==> src/rtl/core/cfs_pkg.sv <==
// Package for the color fade sequencer: sizes, the color and step entry types,
// and the phase and operation codes. Used by every module under rtl/core.
// No dependencies.
package cfs_pkg;

	localparam int MAX_STEPS = 16;
	localparam int IDX_W     = $clog2(MAX_STEPS);
	localparam int CNT_W     = 5;
	localparam int TIME_W    = 32;
	localparam int CHAN_W    = 8;
	localparam int NUM_CHAN  = 3;
	// Quotient of one channel step is below 2**CHAN_W because elapsed < transit.
	localparam int PROD_W    = TIME_W + CHAN_W;

	// Request operation codes.
	localparam logic OP_TICK  = 1'b0;
	localparam logic OP_WRITE = 1'b1;

	typedef logic [NUM_CHAN-1:0][CHAN_W-1:0] rgb_t;

	typedef struct packed {
		rgb_t              start_color;
		rgb_t              end_color;
		logic [TIME_W-1:0] transit;
		logic [TIME_W-1:0] hold;
	} step_entry_t;

	typedef enum logic [1:0] {
		PH_LOAD    = 2'd0,
		PH_TRANSIT = 2'd1,
		PH_HOLD    = 2'd2
	} phase_t;

endpackage

==> src/rtl/core/cfs_step_table.sv <==
// Step table of the color fade sequencer: one write port, one registered read port.
// Depends on cfs_pkg.
module cfs_step_table (
	input  logic                      clk,
	input  logic                      wr_en,
	input  logic [cfs_pkg::IDX_W-1:0] wr_addr,
	input  cfs_pkg::step_entry_t      wr_data,
	input  logic                      rd_en,
	input  logic [cfs_pkg::IDX_W-1:0] rd_addr,
	output cfs_pkg::step_entry_t      rd_data
);
	import cfs_pkg::*;

	step_entry_t mem_q [MAX_STEPS];
	step_entry_t rd_data_q;

	always_ff @(posedge clk) begin
		if (wr_en) begin
			mem_q[wr_addr] <= wr_data;
		end
		if (rd_en) begin
			rd_data_q <= mem_q[rd_addr];
		end
	end

	assign rd_data = rd_data_q;

endmodule

==> src/rtl/core/cfs_lerp_div.sv <==
// Shared fade unit: multiplies elapsed time by a channel difference magnitude,
// then divides by the transit time one quotient bit per cycle. Depends on cfs_pkg.
module cfs_lerp_div (
	input  logic                       clk,
	input  logic                       arst_n,
	input  logic                       start,
	input  logic [cfs_pkg::TIME_W-1:0] elapsed,
	input  logic [cfs_pkg::CHAN_W-1:0] mag,
	input  logic [cfs_pkg::TIME_W-1:0] span,
	output logic                       busy,
	output logic                       done,
	output logic [cfs_pkg::CHAN_W-1:0] quo
);
	import cfs_pkg::*;

	localparam int STEP_W = $clog2(CHAN_W);

	typedef enum logic [1:0] {
		D_IDLE,
		D_MUL,
		D_DIV
	} div_state_t;

	div_state_t        state_q;
	logic              done_q;
	logic [STEP_W-1:0] cnt_q;
	logic [PROD_W-1:0] prod_q;
	logic [TIME_W-1:0] span_q;
	logic [TIME_W-1:0] rem_q;
	logic [CHAN_W-1:0] lo_q;
	logic [CHAN_W-1:0] quo_q;

	logic [TIME_W:0]   trial;
	logic              fits;
	logic [TIME_W:0]   diff;

	// The remainder always stays below the divisor, so one subtract per step suffices.
	assign trial = {rem_q, lo_q[CHAN_W-1]};
	assign fits  = trial >= {1'b0, span_q};
	assign diff  = trial - {1'b0, span_q};

	always_ff @(posedge clk or negedge arst_n) begin
		if (!arst_n) begin
			state_q <= D_IDLE;
			done_q  <= 1'b0;
			cnt_q   <= '0;
		end else begin
			done_q <= 1'b0;
			unique case (state_q)
				D_IDLE: begin
					if (start) begin
						prod_q  <= {{(PROD_W-TIME_W){1'b0}}, elapsed} *
						           {{(PROD_W-CHAN_W){1'b0}}, mag};
						span_q  <= span;
						state_q <= D_MUL;
					end
				end
				D_MUL: begin
					rem_q   <= prod_q[PROD_W-1:CHAN_W];
					lo_q    <= prod_q[CHAN_W-1:0];
					cnt_q   <= '0;
					state_q <= D_DIV;
				end
				D_DIV: begin
					rem_q <= fits ? diff[TIME_W-1:0] : trial[TIME_W-1:0];
					lo_q  <= {lo_q[CHAN_W-2:0], 1'b0};
					quo_q <= {quo_q[CHAN_W-2:0], fits};
					cnt_q <= cnt_q + 1'b1;
					if (cnt_q == STEP_W'(CHAN_W-1)) begin
						state_q <= D_IDLE;
						done_q  <= 1'b1;
					end
				end
				default: state_q <= D_IDLE;
			endcase
		end
	end

	assign busy = (state_q != D_IDLE);
	assign done = done_q;
	assign quo  = quo_q;

endmodule

==> src/rtl/core/color_fade_sequencer.sv <==
// Color fade sequencer top level: request and result channels, step count register,
// phase sequencer. Depends on cfs_pkg, cfs_step_table and cfs_lerp_div.
//
// Usage: a request with operation high writes one step table entry; a request with
// operation low is a millisecond tick that advances the load, transit and hold phases.
// Every request returns exactly one result with the current color and the phase.
// The step count register is written through cfg_wr_en and cfg_wr_data by the user,
// only while idle; the block itself does not enforce it. A count of zero halts
// sequencing. Entries must be written before they are used. A table write goes
// straight to its result; a tick first evaluates the phase, and a load also fetches
// the step table entry. A tick that interpolates runs the single shared multiply and
// divide unit on the three color channels in turn; for each channel the unit
// multiplies, sets up the division, forms eight quotient bits and hands them back.
// One request is in work at a time: in_stall stays high from acceptance until the
// result is placed in the output register, so no new request is taken before then.
// A result may still wait there under out_stall while the next request is accepted;
// the block then holds before delivering until the register frees up.
// Reset clears the phase (load), step pointer, start, transit and hold times, working
// colors (black) and step count. The step table itself is not cleared.
module color_fade_sequencer (
	input  logic                       clk,
	input  logic                       arst_n,
	input  logic                       cfg_wr_en,
	input  logic [cfs_pkg::CNT_W-1:0]  cfg_wr_data,
	input  logic                       in_valid,
	output logic                       in_stall,
	input  logic                       operation,
	input  logic [cfs_pkg::TIME_W-1:0] time_now,
	input  logic [cfs_pkg::IDX_W-1:0]  entry_index,
	input  logic [cfs_pkg::CHAN_W-1:0] start_red,
	input  logic [cfs_pkg::CHAN_W-1:0] start_green,
	input  logic [cfs_pkg::CHAN_W-1:0] start_blue,
	input  logic [cfs_pkg::CHAN_W-1:0] end_red,
	input  logic [cfs_pkg::CHAN_W-1:0] end_green,
	input  logic [cfs_pkg::CHAN_W-1:0] end_blue,
	input  logic [cfs_pkg::TIME_W-1:0] transit_ms,
	input  logic [cfs_pkg::TIME_W-1:0] hold_ms,
	output logic                       out_valid,
	input  logic                       out_stall,
	output logic [cfs_pkg::CHAN_W-1:0] red,
	output logic [cfs_pkg::CHAN_W-1:0] green,
	output logic [cfs_pkg::CHAN_W-1:0] blue,
	output logic [1:0]                 phase
);
	import cfs_pkg::*;

	localparam int CH_IDX_W = $clog2(NUM_CHAN);

	typedef enum logic [2:0] {
		ST_IDLE,
		ST_EVAL,
		ST_FETCH,
		ST_CHAN_START,
		ST_CHAN_WAIT,
		ST_FINISH
	} seq_state_t;

	seq_state_t          state_q;
	phase_t              phase_q;
	logic [CNT_W-1:0]    step_count_q;
	logic [CNT_W-1:0]    ptr_q;
	logic [TIME_W-1:0]   time_q;
	logic [TIME_W-1:0]   start_time_q;
	logic [TIME_W-1:0]   elapsed_q;
	rgb_t                act_start_q;
	rgb_t                act_end_q;
	rgb_t                cur_q;
	logic [TIME_W-1:0]   act_transit_q;
	logic [TIME_W-1:0]   act_hold_q;
	logic [CH_IDX_W-1:0] chan_q;
	logic                out_valid_q;
	rgb_t                out_color_q;
	logic [1:0]          out_phase_q;

	logic                accept;
	logic [CNT_W-1:0]    count;
	logic [CNT_W-1:0]    ptr_wrap;
	logic [TIME_W-1:0]   elapsed;
	step_entry_t         wr_entry;
	step_entry_t         rd_entry;
	logic                rd_en;
	logic                div_start;
	logic                div_busy;
	logic                div_done;
	logic [CHAN_W-1:0]   div_quo;
	logic [CHAN_W-1:0]   ch_a;
	logic [CHAN_W-1:0]   ch_b;
	logic                ch_neg;
	logic [CHAN_W-1:0]   ch_mag;
	logic                out_free;

	assign accept   = in_valid && !in_stall;
	assign in_stall = (state_q != ST_IDLE);
	assign out_free = !out_valid_q || !out_stall;

	assign count    = (step_count_q > CNT_W'(MAX_STEPS)) ? CNT_W'(MAX_STEPS) : step_count_q;
	assign ptr_wrap = (ptr_q >= count) ? '0 : ptr_q;
	assign elapsed  = time_q - start_time_q;

	assign wr_entry.start_color = {start_blue, start_green, start_red};
	assign wr_entry.end_color   = {end_blue, end_green, end_red};
	assign wr_entry.transit     = transit_ms;
	assign wr_entry.hold        = hold_ms;

	// The table read is issued while evaluating the load phase with a nonzero count.
	assign rd_en = (state_q == ST_EVAL) && (phase_q == PH_LOAD) && (count != '0);

	cfs_step_table u_table (
		.clk     (clk),
		.wr_en   (accept && (operation == OP_WRITE)),
		.wr_addr (entry_index),
		.wr_data (wr_entry),
		.rd_en   (rd_en),
		.rd_addr (ptr_wrap[IDX_W-1:0]),
		.rd_data (rd_entry)
	);

	assign ch_a      = act_start_q[chan_q];
	assign ch_b      = act_end_q[chan_q];
	assign ch_neg    = ch_b < ch_a;
	assign ch_mag    = ch_neg ? (ch_a - ch_b) : (ch_b - ch_a);
	assign div_start = (state_q == ST_CHAN_START);

	cfs_lerp_div u_div (
		.clk     (clk),
		.arst_n  (arst_n),
		.start   (div_start),
		.elapsed (elapsed_q),
		.mag     (ch_mag),
		.span    (act_transit_q),
		.busy    (div_busy),
		.done    (div_done),
		.quo     (div_quo)
	);

	always_ff @(posedge clk or negedge arst_n) begin
		if (!arst_n) begin
			state_q       <= ST_IDLE;
			phase_q       <= PH_LOAD;
			step_count_q  <= '0;
			ptr_q         <= '0;
			start_time_q  <= '0;
			act_start_q   <= '0;
			act_end_q     <= '0;
			cur_q         <= '0;
			act_transit_q <= '0;
			act_hold_q    <= '0;
			chan_q        <= '0;
			out_valid_q   <= 1'b0;
		end else begin
			if (cfg_wr_en) begin
				step_count_q <= cfg_wr_data;
			end
			if (out_valid_q && !out_stall && (state_q != ST_FINISH)) begin
				out_valid_q <= 1'b0;
			end
			unique case (state_q)
				ST_IDLE: begin
					if (accept) begin
						time_q  <= time_now;
						state_q <= (operation == OP_WRITE) ? ST_FINISH : ST_EVAL;
					end
				end
				ST_EVAL: begin
					elapsed_q <= elapsed;
					state_q   <= ST_FINISH;
					case (phase_q)
						PH_LOAD: begin
							ptr_q <= ptr_wrap;
							if (count != '0) begin
								state_q <= ST_FETCH;
							end
						end
						PH_TRANSIT: begin
							if (elapsed >= act_transit_q) begin
								phase_q      <= PH_HOLD;
								start_time_q <= time_q;
								cur_q        <= act_end_q;
							end else begin
								chan_q  <= '0;
								state_q <= ST_CHAN_START;
							end
						end
						PH_HOLD: begin
							if (elapsed > act_hold_q) begin
								phase_q <= PH_LOAD;
							end
						end
						default: ;
					endcase
				end
				ST_FETCH: begin
					act_start_q   <= rd_entry.start_color;
					act_end_q     <= rd_entry.end_color;
					cur_q         <= rd_entry.start_color;
					act_transit_q <= rd_entry.transit;
					act_hold_q    <= rd_entry.hold;
					start_time_q  <= time_q;
					ptr_q         <= ptr_q + 1'b1;
					phase_q       <= PH_TRANSIT;
					state_q       <= ST_FINISH;
				end
				ST_CHAN_START: begin
					state_q <= ST_CHAN_WAIT;
				end
				ST_CHAN_WAIT: begin
					if (div_done) begin
						cur_q[chan_q] <= ch_neg ? (ch_a - div_quo) : (ch_a + div_quo);
						if (chan_q == CH_IDX_W'(NUM_CHAN-1)) begin
							state_q <= ST_FINISH;
						end else begin
							chan_q  <= chan_q + 1'b1;
							state_q <= ST_CHAN_START;
						end
					end
				end
				ST_FINISH: begin
					if (out_free) begin
						out_valid_q <= 1'b1;
						out_color_q <= cur_q;
						out_phase_q <= phase_q;
						state_q     <= ST_IDLE;
					end
				end
				default: state_q <= ST_IDLE;
			endcase
		end
	end

	assign out_valid = out_valid_q;
	assign red       = out_color_q[0];
	assign green     = out_color_q[1];
	assign blue      = out_color_q[2];
	assign phase     = out_phase_q;

`ifndef SYNTH
	a_div_start_idle: assert property (@(posedge clk) disable iff (!arst_n)
		div_start |-> !div_busy)
		else $error("fade unit started while still busy");

	a_load_advances_ptr: assert property (@(posedge clk) disable iff (!arst_n)
		($past(phase_q) == PH_LOAD && phase_q == PH_TRANSIT) |->
		(ptr_q != '0 && ptr_q <= CNT_W'(MAX_STEPS)))
		else $error("step pointer out of range after a load");

	a_result_from_finish: assert property (@(posedge clk) disable iff (!arst_n)
		$rose(out_valid) |-> $past(state_q == ST_FINISH))
		else $error("result delivered outside the finish step");
`endif

endmodule
==> config.mk <==
export PLATFORM = sky130hd
export DESIGN_NAME = color_fade_sequencer
export DESIGN_NICKNAME = d
export VERILOG_FILES = /design/src/rtl/core/cfs_pkg.sv /design/src/rtl/core/cfs_step_table.sv /design/src/rtl/core/cfs_lerp_div.sv /design/src/rtl/core/color_fade_sequencer.sv
export SDC_FILE = /design/constraint.sdc
export NUM_CORES = 2
export LEC_CHECK = 0
export BUFFER_PORTS_ARGS = -buffer_cell sky130_fd_sc_hd__buf_4
export CELL_PAD_IN_SITES_DETAIL_PLACEMENT = 1
export CELL_PAD_IN_SITES_GLOBAL_PLACEMENT = 2
export CORE_MARGIN = 3
export CORE_UTILIZATION = 45
export CTS_BUF_LIST = sky130_fd_sc_hd__clkbuf_2 sky130_fd_sc_hd__clkbuf_4 sky130_fd_sc_hd__clkbuf_8
export DETAILED_ROUTE_END_ITERATION = 10
export HOLD_SLACK_MARGIN = 0.05
export PLACE_DENSITY = 0.74
export RECOVER_POWER = 100
export SYNTH_ARGS = -nofsm -noshare
export SYNTH_HDL_FRONTEND = slang
export SYNTH_SLANG_ARGS = --single-unit
==> constraint.sdc <==
create_clock -name clk -period 11.1 [get_ports clk]
set_input_delay 2.775 -clock clk [delete_from_list [all_inputs] [get_ports clk]]
set_output_delay 2.775 -clock clk [all_outputs]
set_load 0.005 [all_outputs]
* Word-level counts from Yosys, hierarchy flattened
Memory sizes are Yosys's and may differ from the RTL's. A register that Yosys moved wholly into a read port is not among the register bits. Index checks and enable logic that the tools add are counted.
Storage, ports and cells: register bits after elaboration 402, memory bits (writable) 1792, bits of input ports 159, output and inout port bits 28, word-level logic and storage cells 164, memories kept 1
Cells by class: add/subtract/negate cells 9, multipliers 1, order comparisons 8, equality and inequality tests 26, multiplexer cells 52, reductions and logical operators 34
Memory list:
- u_table.mem_q | words 16, width 112, read ports 1, clocked after memory_dff 1, write ports 1, RTL line cfs_step_table.sv:14 | step_entry_t mem_q [MAX_STEPS];
Operator list (count):
- $pmux 32 s2 | 2
- $mux 32 | 3
- $mux 24 | 3
- $pmux 24 s3 | 1
- $sub 32x32->32 | 2
- $mul 32x8->40 | 1
- $mux 8 | 5
- $ge 33x32->1 | 1
- $bmux 8 s2 | 2
- $ge 32x32->1 | 1
- $gt 32x32->1 | 1
- $bwmux 24 | 1
- $sub 8x8->8 | 3
- $mux 3 | 7
- $pmux 3 s6 | 1
- $reduce_and 3->1 | 6
- $demux 8 s2 | 1
- $mux 2 | 8
- $pmux 8 s2 | 1
- $mux 5 | 3
- $ne 2x2->1 const B | 6
- $pmux 2 s2 | 3
- $pmux 3 s2 | 2
- $ne 2x1->1 const B | 5
- other kinds (30) | 61

* Longest topological paths before layout
word-level depth 7, depth in mapped cells 36, mapped depth without buffers 34

* Modules after synthesis
From an unflattened synthesis, not the netlist that was laid out.
Second synthesis, totals: cells, all modules 5822, area, all modules 99698.1 sq um
By module, submodules not included:
- cfs_step_table | times used 1, cells an instance 2864, area each 70291.2 sq um, sequential area each 57174.8 sq um
- color_fade_sequencer | times used 1, cells an instance 1464, area each 14737.9 sq um, sequential area each 7357.1 sq um
- cfs_lerp_div | times used 1, cells an instance 1494, area each 14669.1 sq um, sequential area each 3753.6 sq um

* Least setup slack after synthesis
OpenSTA, ideal clock, no wires.
path kind input-to-reg, from input in_valid, to memory u_table.mem_q[0][0] (netlist bit) (enable), setup time 0.722 ns, arrival 10.814 ns, required time 10.378 ns, slack -0.436 ns, cell stages on the path 3, path buffers 0, cell sequence nand3_1 > or3_1 > nor3_1
Between the ends: longest elaborated chain between the ends 4
RTL lines:
- start: declaration | RTL line color_fade_sequencer.sv:25 | input logic in_valid,
- $logic_and 1x1->1 | RTL line color_fade_sequencer.sv:92 | assign accept = in_valid && !in_stall;
- $logic_and 1x1->1 | RTL line color_fade_sequencer.sv:110 | .wr_en (accept && (operation == OP_WRITE)),
- $mux 1 | RTL line cfs_step_table.sv:18 | if (wr_en) begin
- $mux 1 (not written as such) | RTL line cfs_step_table.sv:19 | mem_q[wr_addr] <= wr_data;
- end: declaration | RTL line cfs_step_table.sv:14
Every way passes these cells.

* Worst setup path after layout
from input in_valid, to memory u_table.mem_q[8][59] (netlist bit) (enable)
Same word-level chain as after synthesis.

==> flow_summary.json <==
{
  "netlist.area_leader.share": 0.613,
  "grt.overflow.total": 0,
  "nFillCells": 22514,
  "tightestPinTransition_ns": 8.35,
  "ys.flop_type": "edfxtp_1",
  "critical_path.most_common_cell": "clkbuf_1",
  "drive_gt1_frac": 0.172,
  "fin_crit_ns": 10.45,
  "synth-seq-cells": 2306,
  "post-place-ws_ns": 1.37,
  "report.final.slew_viol_count": 3064,
  "regToRegStartpoint": "ptr_q[1]",
  "rsz0062_at_grt": "false",
  "numCtsBuffers": 401,
  "cts.sinks": 2306,
  "hold_buffers": 0,
  "netlist_area_mm2": 0.104,
  "slowest_stage": "clkbuf_1",
  "grt_pass1_vias": 67190,
  "p_leak_nw": 42.0,
  "root_buffer": "clkbuf_8",
  "clock_latency_ns": 1.11,
  "r2r_slack_ns": 0.92,
  "hold_violations": 0,
  "layout_worst_path_cycle_share": 0.941,
  "synth_edf_count": 2114,
  "hp-class": "reg2reg",
  "port_buffers": 186,
  "cpPeakStageDelay_ns": 5.74,
  "dr.pass1.iters": 10,
  "violations": "capacitance limit, slew limit",
  "viasPerCell": 5.88,
  "syn_inst": 7179,
  "gp_congestion": 0.832,
  "yosysSeqAreaShare": 0.660,
  "cts_resized": 0,
  "io_pins": 187,
  "htree_levels": 5,
  "grt_pass1_wl_um": 460000,
  "yosysUniqueCellTypes": 73,
  "critPathMaxFanout": 86,
  "wl_per_cell_um": 28.9,
  "cts_tree": "done",
  "async_reset_ff_frac": 0.0833,
  "final_common_cell": "edfxtp_1",
  "cellPowerDensity_mw_per_mm2": 151,
  "crit_cells": 6,
  "synth_warnings": 0,
  "setup_viol": 0,
  "critPathKind": "in2reg",
  "critPathCaptureType": "flip-flop",
  "antenna_found_initial": 57,
  "syn_to_final_growth_pct": 11.7,
  "nets": 8083,
  "setup_slack_ns": 0.651,
  "critical_path_buf_inv_count": 3,
  "status": "finished with violations",
  "synth.area.top_cells": "edfxtp_1 (61%), mux2_2 (6.3%), dfrtp_1 (4.6%)",
  "dieWidth_um": 486,
  "drt-total-wl_um": 314000,
  "initial_core_util": 0.454,
  "clock_skew_ns": 0.0978,
  "rows": 175,
  "syn_avg_cell_area_um2": 14.4,
  "die_y_um": 486,
  "cts_buffer_depth": 4,
  "clk_pin_slew_ns": 0.06,
  "relSlewSlack": -4.56,
  "reg2reg_depth": 11,
  "syn_nets": 7747,
  "crit_start": "in_valid",
  "drtIter0Drc": 5811,
  "finalSetupTns_ns": 0,
  "grt_max_degree": 179,
  "dieArea_mm2": 0.236,
  "critPathTopFamily": "buffers and inverters",
  "cp_cell_sequence": "clkbuf_1, nand3_1, or3_1, nor2_4, clkbuf_1, buf_4",
  "route.detailed.drc": 0,
  "cp.required_ns": 11.77,
  "post_cts_buffers": 0,
  "ir_drop_uv": 137,
  "post-route-util": 0.507,
  "postRouteAntennaNets": 0,
  "track_usage": 0.263,
  "r2r_end": "u_table.rd_data[56]",
  "worstSetupEndpoint": "u_table.mem_q[8][59]",
  "coreArea_mm2": 0.228,
  "start_kind": "primary input",
  "synth_largest_area_cell": "edfxtp_1",
  "drv_cap": 65,
  "place_hpwl_um": 181000,
  "vias": 63788,
  "mostFrequentLayoutCells": "edfxtp_1 (2114), mux2_2 (575), nand2_1 (558)",
  "cp.arrival_ns": 11.12,
  "max_freq_mhz": 95.7
}
state kept, by name, indices dropped and copies added, names as in the netlist, 32 cells and up:
signal,count
u_div.rem_q,32
elapsed_q,32
u_div.span_q,32
act_transit_q,32
time_q,32
u_table.rd_data,112
start_time_q,32
u_table.mem_q,1792
act_hold_q,32
u_div.prod_q,40
where the power goes:
group	leakage, nW	switching, mW	internal [mW]
clock	4.18	3.47	4.31
combinational	15.9	0.195	0.0594
sequential	21.9	0.00132	9.47
cells by family (layout without fill, tap and decap cells):
logic type | Yosys count | count (layout) | share of synthesized area
flip-flops | 2306 | 2306 | 0.660
adder cells (fa/ha/maj) | 409 | 409 | 0.0629
multiplexers | 842 | 842 | 0.0884
AND/OR/NAND/NOR | 1198 | 1198 | 0.0543
buffers and inverters | 754 | 1396 | 0.0277
XOR/XNOR | 103 | 103 | 0.00879
AO/OA/AOI/OAI | 1567 | 1567 | 0.0982
other | 0 | 24 | 0
stage by stage:
stage	total power, mW	hold slack [ns]	instances	area, µm²
finish	17.5	0.440	10854	116000
detailed placement	9.93	0.433	10121	109000
global route	18.1	0.452	10838	116000
global placement	9.91	0.429	10121	109000
CTS	17.7	0.441	10830	117000
floorplan	9.73	0.415	7179	104000
Yosys cell counts (7+ instances only):
| master | n |
|---|---|
| or3_1 | 9 |
| nor2_1 | 134 |
| nor3_1 | 28 |
| o31ai_1 | 92 |
| nand2b_1 | 31 |
| a2bb2oi_1 | 83 |
| a222oi_1 | 11 |
| buf_1 | 37 |
| o21bai_1 | 12 |
| a21o_1 | 76 |
| o22ai_1 | 32 |
| clkbuf_1 | 335 |
| xnor2_1 | 67 |
| o2bb2ai_1 | 12 |
| and3_1 | 19 |
| buf_2 | 32 |
| ha_1 | 224 |
| dfrtp_1 | 192 |
| inv_1 | 347 |
| nor2b_1 | 54 |
| a311oi_1 | 7 |
| o21a_1 | 15 |
| nor4_1 | 9 |
| o221ai_1 | 85 |
| and2_1 | 198 |
| fa_1 | 185 |
| a21oi_1 | 495 |
| xor2_1 | 35 |
| a211oi_1 | 13 |
| nand4_1 | 20 |
| mux2_2 | 576 |
| a32o_1 | 29 |
| o211ai_1 | 31 |
| o21ai_0 | 349 |
| edfxtp_1 | 2114 |
| mux2i_1 | 266 |
| nand2_1 | 559 |
| a221oi_1 | 134 |
| a22oi_1 | 9 |
| a31oi_1 | 35 |
| nand3_1 | 113 |
metal layers:
metal	wire [µm]	vias to the layer above	part of all wire	GRT usage
li1	-	27866	-	-
met1	136000	33517	0.43	0.359
met2	152000	1882	0.48	0.432
met3	17700	501	0.056	0.0451
met4	8360	22	0.027	0.0766
met5	159	-	0.00051	0
how the worst min path moves through the flow:
stage,start,to,depth (start not counted)
floorplan,u_table.rd_data[64],act_end_q[0],2
global placement,act_transit_q[31],u_div.span_q[31],0
detailed placement,act_transit_q[16],u_div.span_q[16],0
CTS,u_table.rd_data[10],act_hold_q[10],2
global route,act_transit_q[31],u_div.span_q[31],0
finish,act_transit_q[31],u_div.span_q[31],0
cell type report:
type / count / area (µm²) / share of cell area
antenna: 24 / 60.1 / 0.000519
timing repair buffer: 338 / 1780 / 0.0154
inverter: 349 / 1310 / 0.0114
multi-input combinational: 4119 / 32500 / 0.281
sequential: 2306 / 68300 / 0.591
clock inverter: 149 / 1000 / 0.00867
tap: 3009 / 3760 / 0.0326
clock buffer: 560 / 6890 / 0.0596
Note: power is estimated with default switching activity, not from simulation.
